<file path="src/hw/rtl/mfr_pkg.sv">
// shared constants and types for the meter frame ratio decoder
package mfr_pkg;

  localparam int BYTE_W      = 8;
  localparam int WORD_W      = 24;
  localparam int RATIO_W     = 40;
  localparam int MAX_QUOT_W  = 48;
  localparam int STORE_BYTES = 18;
  localparam int STORE_W     = STORE_BYTES * BYTE_W;
  localparam int CAPTURE_LEN = 22;
  localparam int POS_W       = 5;
  localparam int Q_DEPTH     = 2;
  localparam int NUM_CH      = 3;

  localparam logic [BYTE_W-1:0]  SYNC_FIRST  = 8'h55;
  localparam logic [BYTE_W-1:0]  SYNC_SECOND = 8'h5A;
  localparam logic [RATIO_W-1:0] RATIO_SAT   = '1;

  typedef enum logic [1:0] {
    PH_HUNT    = 2'd0,
    PH_SYNC2   = 2'd1,
    PH_CAPTURE = 2'd2
  } hunt_phase_t;

  typedef enum logic [1:0] {
    BK_IDLE = 2'd0,
    BK_RUN  = 2'd1,
    BK_DONE = 2'd2
  } back_state_t;

  // frame bytes 2..19 in arrival order, first byte at the top
  typedef struct packed {
    logic [WORD_W-1:0] vnum;
    logic [WORD_W-1:0] vden;
    logic [WORD_W-1:0] inum;
    logic [WORD_W-1:0] iden;
    logic [WORD_W-1:0] pnum;
    logic [WORD_W-1:0] pden;
  } meas_job_t;

  // handshake between a producer and consumer of jobs
  typedef struct packed {
    logic valid;
    logic ready;
  } job_hs_t;

endpackage

</file>
<file path="src/hw/rtl/mfr_byte_if.sv">
// byte stream channel from the serial receiver
interface mfr_byte_if import mfr_pkg::*; ();
  logic              valid;
  logic              ready;
  logic [BYTE_W-1:0] rx_byte;

  modport source (output valid, output rx_byte, input ready);
  modport sink (input valid, input rx_byte, output ready);
endinterface

</file>
<file path="src/hw/rtl/mfr_result_if.sv">
// result channel carrying the three measurement ratios
interface mfr_result_if import mfr_pkg::*; ();
  logic               valid;
  logic               ready;
  logic [RATIO_W-1:0] voltage_ratio;
  logic [RATIO_W-1:0] current_ratio;
  logic [RATIO_W-1:0] power_ratio;
  logic               voltage_den_zero;
  logic               current_den_zero;
  logic               power_den_zero;

  modport source (
    output valid, output voltage_ratio, output current_ratio, output power_ratio,
    output voltage_den_zero, output current_den_zero, output power_den_zero,
    input ready
  );
  modport sink (
    input valid, input voltage_ratio, input current_ratio, input power_ratio,
    input voltage_den_zero, input current_den_zero, input power_den_zero,
    output ready
  );
endinterface

</file>
<file path="src/hw/rtl/mfr_front.sv">
// frame parser: sync hunt, byte capture and job hand-off
module mfr_front import mfr_pkg::*; (
  input  logic      clk,
  input  logic      rst,
  mfr_byte_if.sink  rx,
  output logic      push,
  output meas_job_t job,
  input  logic      q_full
);

  hunt_phase_t        phase, phase_next;
  logic [POS_W-1:0]   pos, pos_next;
  logic [STORE_W-1:0] store;
  logic               accept;
  logic               last;

  assign last   = (pos >= POS_W'(CAPTURE_LEN - 1));
  assign accept = rx.valid && rx.ready;
  assign job    = meas_job_t'(store);

  // only the closing beat needs room in the queue
  assign rx.ready = !((phase == PH_CAPTURE) && last && q_full);

  always_ff @(posedge clk) begin
    if (rst) begin
      phase <= PH_HUNT;
      pos   <= '0;
    end else begin
      phase <= phase_next;
      pos   <= pos_next;
    end
  end

  always_comb begin
    phase_next = phase;
    pos_next   = pos;
    push       = 1'b0;
    if (accept) begin
      case (phase)
        PH_SYNC2: begin
          phase_next = (rx.rx_byte == SYNC_SECOND) ? PH_CAPTURE : PH_HUNT;
          pos_next   = '0;
        end
        PH_CAPTURE: begin
          if (last) begin
            push       = 1'b1;
            phase_next = PH_HUNT;
            pos_next   = '0;
          end else begin
            pos_next = pos + POS_W'(1);
          end
        end
        default: begin
          phase_next = (rx.rx_byte == SYNC_FIRST) ? PH_SYNC2 : PH_HUNT;
          pos_next   = '0;
        end
      endcase
    end
  end

  // payload bytes shift in; checksum bytes are only counted
  always_ff @(posedge clk) begin
    if (accept && (phase == PH_CAPTURE) && (pos < POS_W'(STORE_BYTES))) begin
      store <= {store[STORE_W-BYTE_W-1:0], rx.rx_byte};
    end
  end

endmodule

</file>
<file path="src/hw/rtl/mfr_queue.sv">
// two-entry job queue between the parser and the divider
module mfr_queue import mfr_pkg::*; (
  input  logic      clk,
  input  logic      rst,
  input  logic      push,
  input  meas_job_t job_in,
  output logic      full,
  output job_hs_t   hs,
  input  logic      pop_ready,
  output meas_job_t job_out
);

  localparam int PTR_W = $clog2(Q_DEPTH);
  localparam int CNT_W = $clog2(Q_DEPTH + 1);

  meas_job_t        mem [Q_DEPTH];
  logic [PTR_W-1:0] wptr, rptr;
  logic [CNT_W-1:0] count;
  logic             pop;

  assign full     = (count == CNT_W'(Q_DEPTH));
  assign hs.valid = (count != '0);
  assign hs.ready = pop_ready;
  assign pop      = hs.valid && pop_ready;
  assign job_out  = mem[rptr];

  always_ff @(posedge clk) begin
    if (rst) begin
      wptr  <= '0;
      rptr  <= '0;
      count <= '0;
    end else begin
      if (push) wptr <= wptr + PTR_W'(1);
      if (pop) rptr <= rptr + PTR_W'(1);
      if (push && !pop) count <= count + CNT_W'(1);
      else if (pop && !push) count <= count - CNT_W'(1);
    end
  end

  always_ff @(posedge clk) begin
    if (push) mem[wptr] <= job_in;
  end

  a_no_overflow: assert property (@(posedge clk) disable iff (rst) push |-> !full)
    else $error("job pushed into a full queue");
  a_count_range: assert property (@(posedge clk) disable iff (rst)
    count <= CNT_W'(Q_DEPTH))
    else $error("queue count out of range");

endmodule

</file>
<file path="src/hw/rtl/mfr_back.sv">
// shared restoring divider for the three ratios and the result register
module mfr_back import mfr_pkg::*; #(
  parameter int FRACTION_BITS = 16
) (
  input  logic         clk,
  input  logic         rst,
  input  job_hs_t      hs,
  output logic         job_ready,
  input  meas_job_t    job_in,
  mfr_result_if.source meas
);

  localparam int QUOT_W = WORD_W + FRACTION_BITS;
  localparam int CNT_W  = $clog2(QUOT_W);
  localparam int CH_W   = $clog2(NUM_CH);

  back_state_t         state, state_next;
  meas_job_t           job;
  logic [CH_W-1:0]     ch;
  logic [CNT_W-1:0]    cnt;
  logic [WORD_W-1:0]   rem, rem_step;
  logic [QUOT_W-1:0]   dvd, quot, quot_step;
  logic [RATIO_W-1:0]  res_ratio [NUM_CH];
  logic                res_zero  [NUM_CH];
  logic [WORD_W-1:0]   num_next, den;
  logic [WORD_W:0]     trial, diff;
  logic                ge;
  logic [MAX_QUOT_W-1:0] qx;
  logic                den_zero, sat;
  logic [RATIO_W-1:0]  ratio_fin;
  logic                start, step, emit;

  // operand selection for the channel at work and the one after it
  always_comb begin
    case (ch)
      CH_W'(0): begin
        den      = job.vden;
        num_next = job.inum;
      end
      CH_W'(1): begin
        den      = job.iden;
        num_next = job.pnum;
      end
      default: begin
        den      = job.pden;
        num_next = job.pnum;
      end
    endcase
  end

  // one quotient bit per cycle
  assign trial     = {rem, dvd[QUOT_W-1]};
  assign diff      = trial - {1'b0, den};
  assign ge        = (trial >= {1'b0, den});
  assign rem_step  = ge ? diff[WORD_W-1:0] : trial[WORD_W-1:0];
  assign quot_step = {quot[QUOT_W-2:0], ge};
  assign qx        = MAX_QUOT_W'(quot_step);
  assign sat       = |qx[MAX_QUOT_W-1:RATIO_W];
  assign den_zero  = (den == '0);
  assign ratio_fin = (den_zero || sat) ? RATIO_SAT : qx[RATIO_W-1:0];

  always_ff @(posedge clk) begin
    if (rst) state <= BK_IDLE;
    else     state <= state_next;
  end

  always_comb begin
    state_next = state;
    start      = 1'b0;
    step       = 1'b0;
    emit       = 1'b0;
    job_ready  = (state == BK_IDLE);
    case (state)
      BK_IDLE: begin
        if (hs.valid) begin
          start      = 1'b1;
          state_next = BK_RUN;
        end
      end
      BK_RUN: begin
        step = 1'b1;
        if ((cnt == '0) && (ch == CH_W'(NUM_CH - 1))) state_next = BK_DONE;
      end
      BK_DONE: begin
        if (!meas.valid || meas.ready) begin
          emit       = 1'b1;
          state_next = BK_IDLE;
        end
      end
      default: state_next = BK_IDLE;
    endcase
  end

  always_ff @(posedge clk) begin
    if (start) begin
      job  <= job_in;
      ch   <= '0;
      cnt  <= CNT_W'(QUOT_W - 1);
      rem  <= '0;
      dvd  <= QUOT_W'(job_in.vnum) << FRACTION_BITS;
      quot <= '0;
    end else if (step) begin
      if (cnt == '0) begin
        res_ratio[ch] <= ratio_fin;
        res_zero[ch]  <= den_zero;
        ch            <= ch + CH_W'(1);
        cnt           <= CNT_W'(QUOT_W - 1);
        rem           <= '0;
        dvd           <= QUOT_W'(num_next) << FRACTION_BITS;
        quot          <= '0;
      end else begin
        rem  <= rem_step;
        dvd  <= dvd << 1;
        quot <= quot_step;
        cnt  <= cnt - CNT_W'(1);
      end
    end
  end

  always_ff @(posedge clk) begin
    if (rst) meas.valid <= 1'b0;
    else if (emit) meas.valid <= 1'b1;
    else if (meas.ready) meas.valid <= 1'b0;
  end

  always_ff @(posedge clk) begin
    if (emit) begin
      meas.voltage_ratio    <= res_ratio[0];
      meas.current_ratio    <= res_ratio[1];
      meas.power_ratio      <= res_ratio[2];
      meas.voltage_den_zero <= res_zero[0];
      meas.current_den_zero <= res_zero[1];
      meas.power_den_zero   <= res_zero[2];
    end
  end

  a_zero_sat: assert property (@(posedge clk) disable iff (rst)
    (meas.valid && meas.voltage_den_zero) |-> (meas.voltage_ratio == RATIO_SAT))
    else $error("zero voltage denominator without saturated ratio");
  a_ch_range: assert property (@(posedge clk) disable iff (rst)
    (state == BK_RUN) |-> (ch <= CH_W'(NUM_CH - 1)))
    else $error("channel index out of range");

endmodule

</file>
<file path="src/hw/rtl/meter_frame_ratio_decoder.sv">
// meter frame ratio decoder top level: parser, job queue and divider
// throughput: one byte beat per cycle, save a closing beat held while the queue is full;
//   the shared one-bit-per-cycle divider works one frame at a time, two can queue
// reset: synchronous, active high; parser back to hunting, queue empty, no result
module meter_frame_ratio_decoder import mfr_pkg::*; #(
  parameter int FRACTION_BITS = 16
) (
  input  logic         clk,
  input  logic         rst,
  mfr_byte_if.sink     rx,
  mfr_result_if.source meas
);

  // parser side
  logic      push;
  logic      q_full;
  meas_job_t front_job;

  // divider side
  job_hs_t   q_hs;
  logic      back_ready;
  meas_job_t back_job;

  // sync hunt, 22-byte capture, job handed over on the closing beat
  mfr_front u_front (
    .clk    (clk),
    .rst    (rst),
    .rx     (rx),
    .push   (push),
    .job    (front_job),
    .q_full (q_full)
  );

  // decouples byte intake from the long divisions
  mfr_queue u_queue (
    .clk       (clk),
    .rst       (rst),
    .push      (push),
    .job_in    (front_job),
    .full      (q_full),
    .hs        (q_hs),
    .pop_ready (back_ready),
    .job_out   (back_job)
  );

  // voltage, current, power in turn through one divider, then the output register
  mfr_back #(
    .FRACTION_BITS (FRACTION_BITS)
  ) u_back (
    .clk       (clk),
    .rst       (rst),
    .hs        (q_hs),
    .job_ready (back_ready),
    .job_in    (back_job),
    .meas      (meas)
  );

endmodule

</file>
<file path="src/flat_wrapper.sv">
// flat-port wrapper written by rule: the top's interface ports become plain ports
module meter_frame_ratio_decoder_flat import mfr_pkg::*;
#(
  parameter int FRACTION_BITS = 16
)
  (clk, rst, rx_valid, rx_rx_byte, rx_ready, meas_valid, meas_voltage_ratio, meas_current_ratio, meas_power_ratio, meas_voltage_den_zero, meas_current_den_zero, meas_power_den_zero, meas_ready);
  mfr_byte_if rx_i ();
  mfr_result_if meas_i ();
  input  logic clk;
  input  logic rst;
  input wire logic [$bits(rx_i.valid)-1:0] rx_valid;
  input wire logic [$bits(rx_i.rx_byte)-1:0] rx_rx_byte;
  output wire logic [$bits(rx_i.ready)-1:0] rx_ready;
  output wire logic [$bits(meas_i.valid)-1:0] meas_valid;
  output wire logic [$bits(meas_i.voltage_ratio)-1:0] meas_voltage_ratio;
  output wire logic [$bits(meas_i.current_ratio)-1:0] meas_current_ratio;
  output wire logic [$bits(meas_i.power_ratio)-1:0] meas_power_ratio;
  output wire logic [$bits(meas_i.voltage_den_zero)-1:0] meas_voltage_den_zero;
  output wire logic [$bits(meas_i.current_den_zero)-1:0] meas_current_den_zero;
  output wire logic [$bits(meas_i.power_den_zero)-1:0] meas_power_den_zero;
  input wire logic [$bits(meas_i.ready)-1:0] meas_ready;
  assign rx_i.valid = rx_valid;
  assign rx_i.rx_byte = rx_rx_byte;
  assign rx_ready = rx_i.ready;
  assign meas_valid = meas_i.valid;
  assign meas_voltage_ratio = meas_i.voltage_ratio;
  assign meas_current_ratio = meas_i.current_ratio;
  assign meas_power_ratio = meas_i.power_ratio;
  assign meas_voltage_den_zero = meas_i.voltage_den_zero;
  assign meas_current_den_zero = meas_i.current_den_zero;
  assign meas_power_den_zero = meas_i.power_den_zero;
  assign meas_i.ready = meas_ready;
  meter_frame_ratio_decoder #(.FRACTION_BITS(FRACTION_BITS)) u_core (.clk(clk), .rst(rst), .rx(rx_i), .meas(meas_i));
endmodule
</file>
<file path="config.mk">
export PLATFORM = sky130hd
export DESIGN_NAME = meter_frame_ratio_decoder_flat
export DESIGN_NICKNAME = d
export VERILOG_FILES = /design/src/hw/rtl/mfr_pkg.sv /design/src/hw/rtl/mfr_byte_if.sv /design/src/hw/rtl/mfr_result_if.sv /design/src/hw/rtl/mfr_front.sv /design/src/hw/rtl/mfr_queue.sv /design/src/hw/rtl/mfr_back.sv /design/src/hw/rtl/meter_frame_ratio_decoder.sv /design/src/flat_wrapper.sv
export SDC_FILE = /design/constraint.sdc
export NUM_CORES = 1
export LEC_CHECK = 0
export ABC_CLOCK_PERIOD_IN_PS = 10100
export BUFFER_PORTS_ARGS = -buffer_cell sky130_fd_sc_hd__buf_2
export CORE_UTILIZATION = 60
export CTS_BUF_LIST = sky130_fd_sc_hd__clkbuf_16
export DETAILED_ROUTE_END_ITERATION = 12
export HOLD_SLACK_MARGIN = 0.1
export PLACE_DENSITY = 0.8
export SYNTH_ARGS = -nofsm -noshare
export SYNTH_HDL_FRONTEND = slang
export SYNTH_HIERARCHICAL = 1
export SYNTH_SLANG_ARGS = --single-unit
</file>
<file path="constraint.sdc">
create_clock -name clk -period 10.1 [get_ports clk]
set_input_delay 1.01 -clock clk [delete_from_list [all_inputs] [get_ports clk]]
set_output_delay 1.01 -clock clk [all_outputs]
set_load 0.01 [all_outputs]
</file>
==> metrics <==
status=finished clean; clock root buffer=clkbuf_16; dpl hpwl=36.8 mm; Ys Warns=6; # Post-CTS Setup Buffers=0; Total GRT Usage=22.3%; class of the tightest hold or removal check=register to register; worst slew pin tran=1.20 ns; fin nets=2032; Post-Syn Instances=1826; synthesized net count=1862; GP Congestion=0.906; worst hold path depth=0; unrepaired setup endpoints after global routing=false; Tcrit/Tclk final=51.2%; TritonRoute pass-1 iters=6; pins over their slew limit=0; Fin Clk Skew=0.0259 ns; R2R cell count=15; IO Port Bufs=136; Power Density=250 nW/um^2; achievable frequency=0.193 GHz; worst setup margin=4.93 ns; GR Overflow Total=0; share of cells above drive strength 1=24.8%; Hold Crit Start=u_core/u_back/res_ratio[0][27]$_DFFE_PP_; crit path launch type=register; Die Ht=237 um; endpoints failing setup=0; global-route wire length before repair=95.1 mm; routed len/inst=22.4 um; Sequential Area=26400 um^2; WP data required=10.66 ns; drt total wl=62.0 mm; Hold Path Sink=u_core/u_back/meas.voltage_ratio[27]$_DFFE_PP_; ANT nets after route=0; Hold Violations, Final=0; worst reg2reg startpoint=u_core/u_back/ch[0]$_SDFFE_PP0P_; Inserted Clock Buffers=86; TritonCTS clock tree=built; DRT iter0 DRCs=1540; worst vdd ir=0.195 mV; total power=9400 uW; worst r2r dst=u_core/u_back/rem[13]$_SDFFE_PP0P_; crit path kind=register to register; area delta synth->final=13.0%; # hold bufs at CTS=0; largest net degree at the start of global routing=145; max cap viols=0; # IOs=137; Vias/cell=5.81; number of diodes=0; Bufs on Longest Clock Path=3; Core Box Area=54200 um^2; reg2reg setup slack=4.93 ns; DR vias=16100; initial core utilization=61.2%; Mapped Avg Cell Area=18.2 um^2; worst slack at placement=4.98 ns; Row Count=85; antenna violations before repair=0; Lkg Pwr=0.0123 uW; Critical Path End Type=register; die width=237 um; clk_lat worst skew=0.63 ns; minimum clock period=5.17 ns; Fin Setup TNS=0 ns; drt drc=0; Synth Cell Area=33200 um^2; slew margin rel.=19.7%; CP max FO=15; H-tree depth=3; clock sink count=908; multi-input combinational cell area=6390 um^2; Filler Cell Count=3259; number of global-route vias before repair=16300; clk slew on worst S/H paths=0.06 ns; die area=56300 um^2; Arrival @ worst endpoint=5.73 ns; post-cts gate resize count=0
[cells in the final DEF (no fill, tap or decap), types with 15 or more instances in the layout]
cell type,instances
mux2_2,84
clkbuf_16,91
clkinv_2,20
ha_1,22
o21ai_1,20
nor2_1,35
mux2i_1,33
or2_2,42
a22o_1,42
edfxtp_1,822
xnor2_1,18
xor2_1,17
inv_1,35
o21ai_0,90
nand2_1,117
mux2_4,60
buf_2,136
dfxtp_1,85
nor2b_1,16
clkinv_1,15
a21oi_1,22
[worst max-delay path by stage]
stage / startpoint / depth (start not counted) / slack, ns / to
after floorplan: rx_valid / 2 / 1.35 / u_core/u_front/job[0]$_DFFE_PP_
after global placement: u_core/u_back/ch[0]$_SDFFE_PP0P_ / 15 / 5.19 / u_core/u_back/rem[11]$_SDFFE_PP0P_
after detailed placement: u_core/u_back/ch[0]$_SDFFE_PP0P_ / 15 / 4.98 / u_core/u_back/rem[20]$_SDFFE_PP0P_
after CTS: u_core/u_back/ch[0]$_SDFFE_PP0P_ / 15 / 5.00 / u_core/u_back/rem[11]$_SDFFE_PP0P_
after global routing: u_core/u_back/ch[1]$_SDFFE_PP0P_ / 17 / 4.53 / u_core/u_back/rem[20]$_SDFFE_PP0P_
final: u_core/u_back/ch[0]$_SDFFE_PP0P_ / 15 / 4.93 / u_core/u_back/rem[13]$_SDFFE_PP0P_
[layout make-up]
class,count,share of cell area (%)
Clock buffer,91,6.06
Tap cell,696,2.32
Sequential cell,908,70.3
Multi-Input combinational cell,824,17.0
Inverter,24,0.253
Timing Repair Buffer,152,2.23
Clock inverter,71,1.77
[routing by layer]
| metal | track usage [%] | up-vias | part of all wire (%) |
|---|---|---|---|
| li1 | - | 7418 | - |
| met1 | 30.3 | 7998 | 42 |
| met2 | 37.0 | 542 | 50 |
| met3 | 3.55 | 122 | 5.5 |
| met4 | 7.92 | 0 | 2.8 |
| met5 | 0 | - | 0 |
[sequential cells by signal, indices dropped and copies added (netlist names), 6 cells and up, named ones only]
name	cells
u_core/u_queue/mem	288
u_core/u_front/job	144
u_core/u_back/job	120
u_core/u_back/res_ratio	120
u_core/u_back/meas.current_ratio	40
u_core/u_back/meas.power_ratio	40
u_core/u_back/meas.voltage_ratio	40
u_core/u_back/quot	39
u_core/u_back/dvd	24
u_core/u_back/rem	24
u_core/u_back/cnt	6
[per-stage QoR]
step	hold slack (ns)	util (%)	instances	cell area, um^2
after floorplan	0.400	-	1826	33200
after global placement	0.402	63.8	2604	34600
after detailed placement	0.405	63.8	2604	34600
after CTS	0.414	69.2	2766	37500
after global routing	0.421	69.2	2766	37500
final	0.407	69.2	2766	37500
[worst max-delay path, cell delays in order, from the launching register on]
cell	delay (ns)
dfxtp_1	0.34
inv_1	0.11
ha_2	0.47
nor2b_1	0.68
o21ai_0	0.21
o21ai_0	0.15
ha_1	0.21
inv_1	0.06
maj3_2	0.32
a31oi_1	0.23
o2111a_1	0.27
nor4_1	0.09
nor3_2	0.86
nor2_1	0.40
or4b_1	0.61
nand3b_1	0.11
[power by group]
group | internal [uW] | total [uW] | switching [uW]
Clock | 1900 | 3260 | 1360
Sequential | 4480 | 4700 | 218
Combinational | 510 | 1440 | 929
Total | 6890 | 9400 | 2510
(Power assumes the default switching activity.)
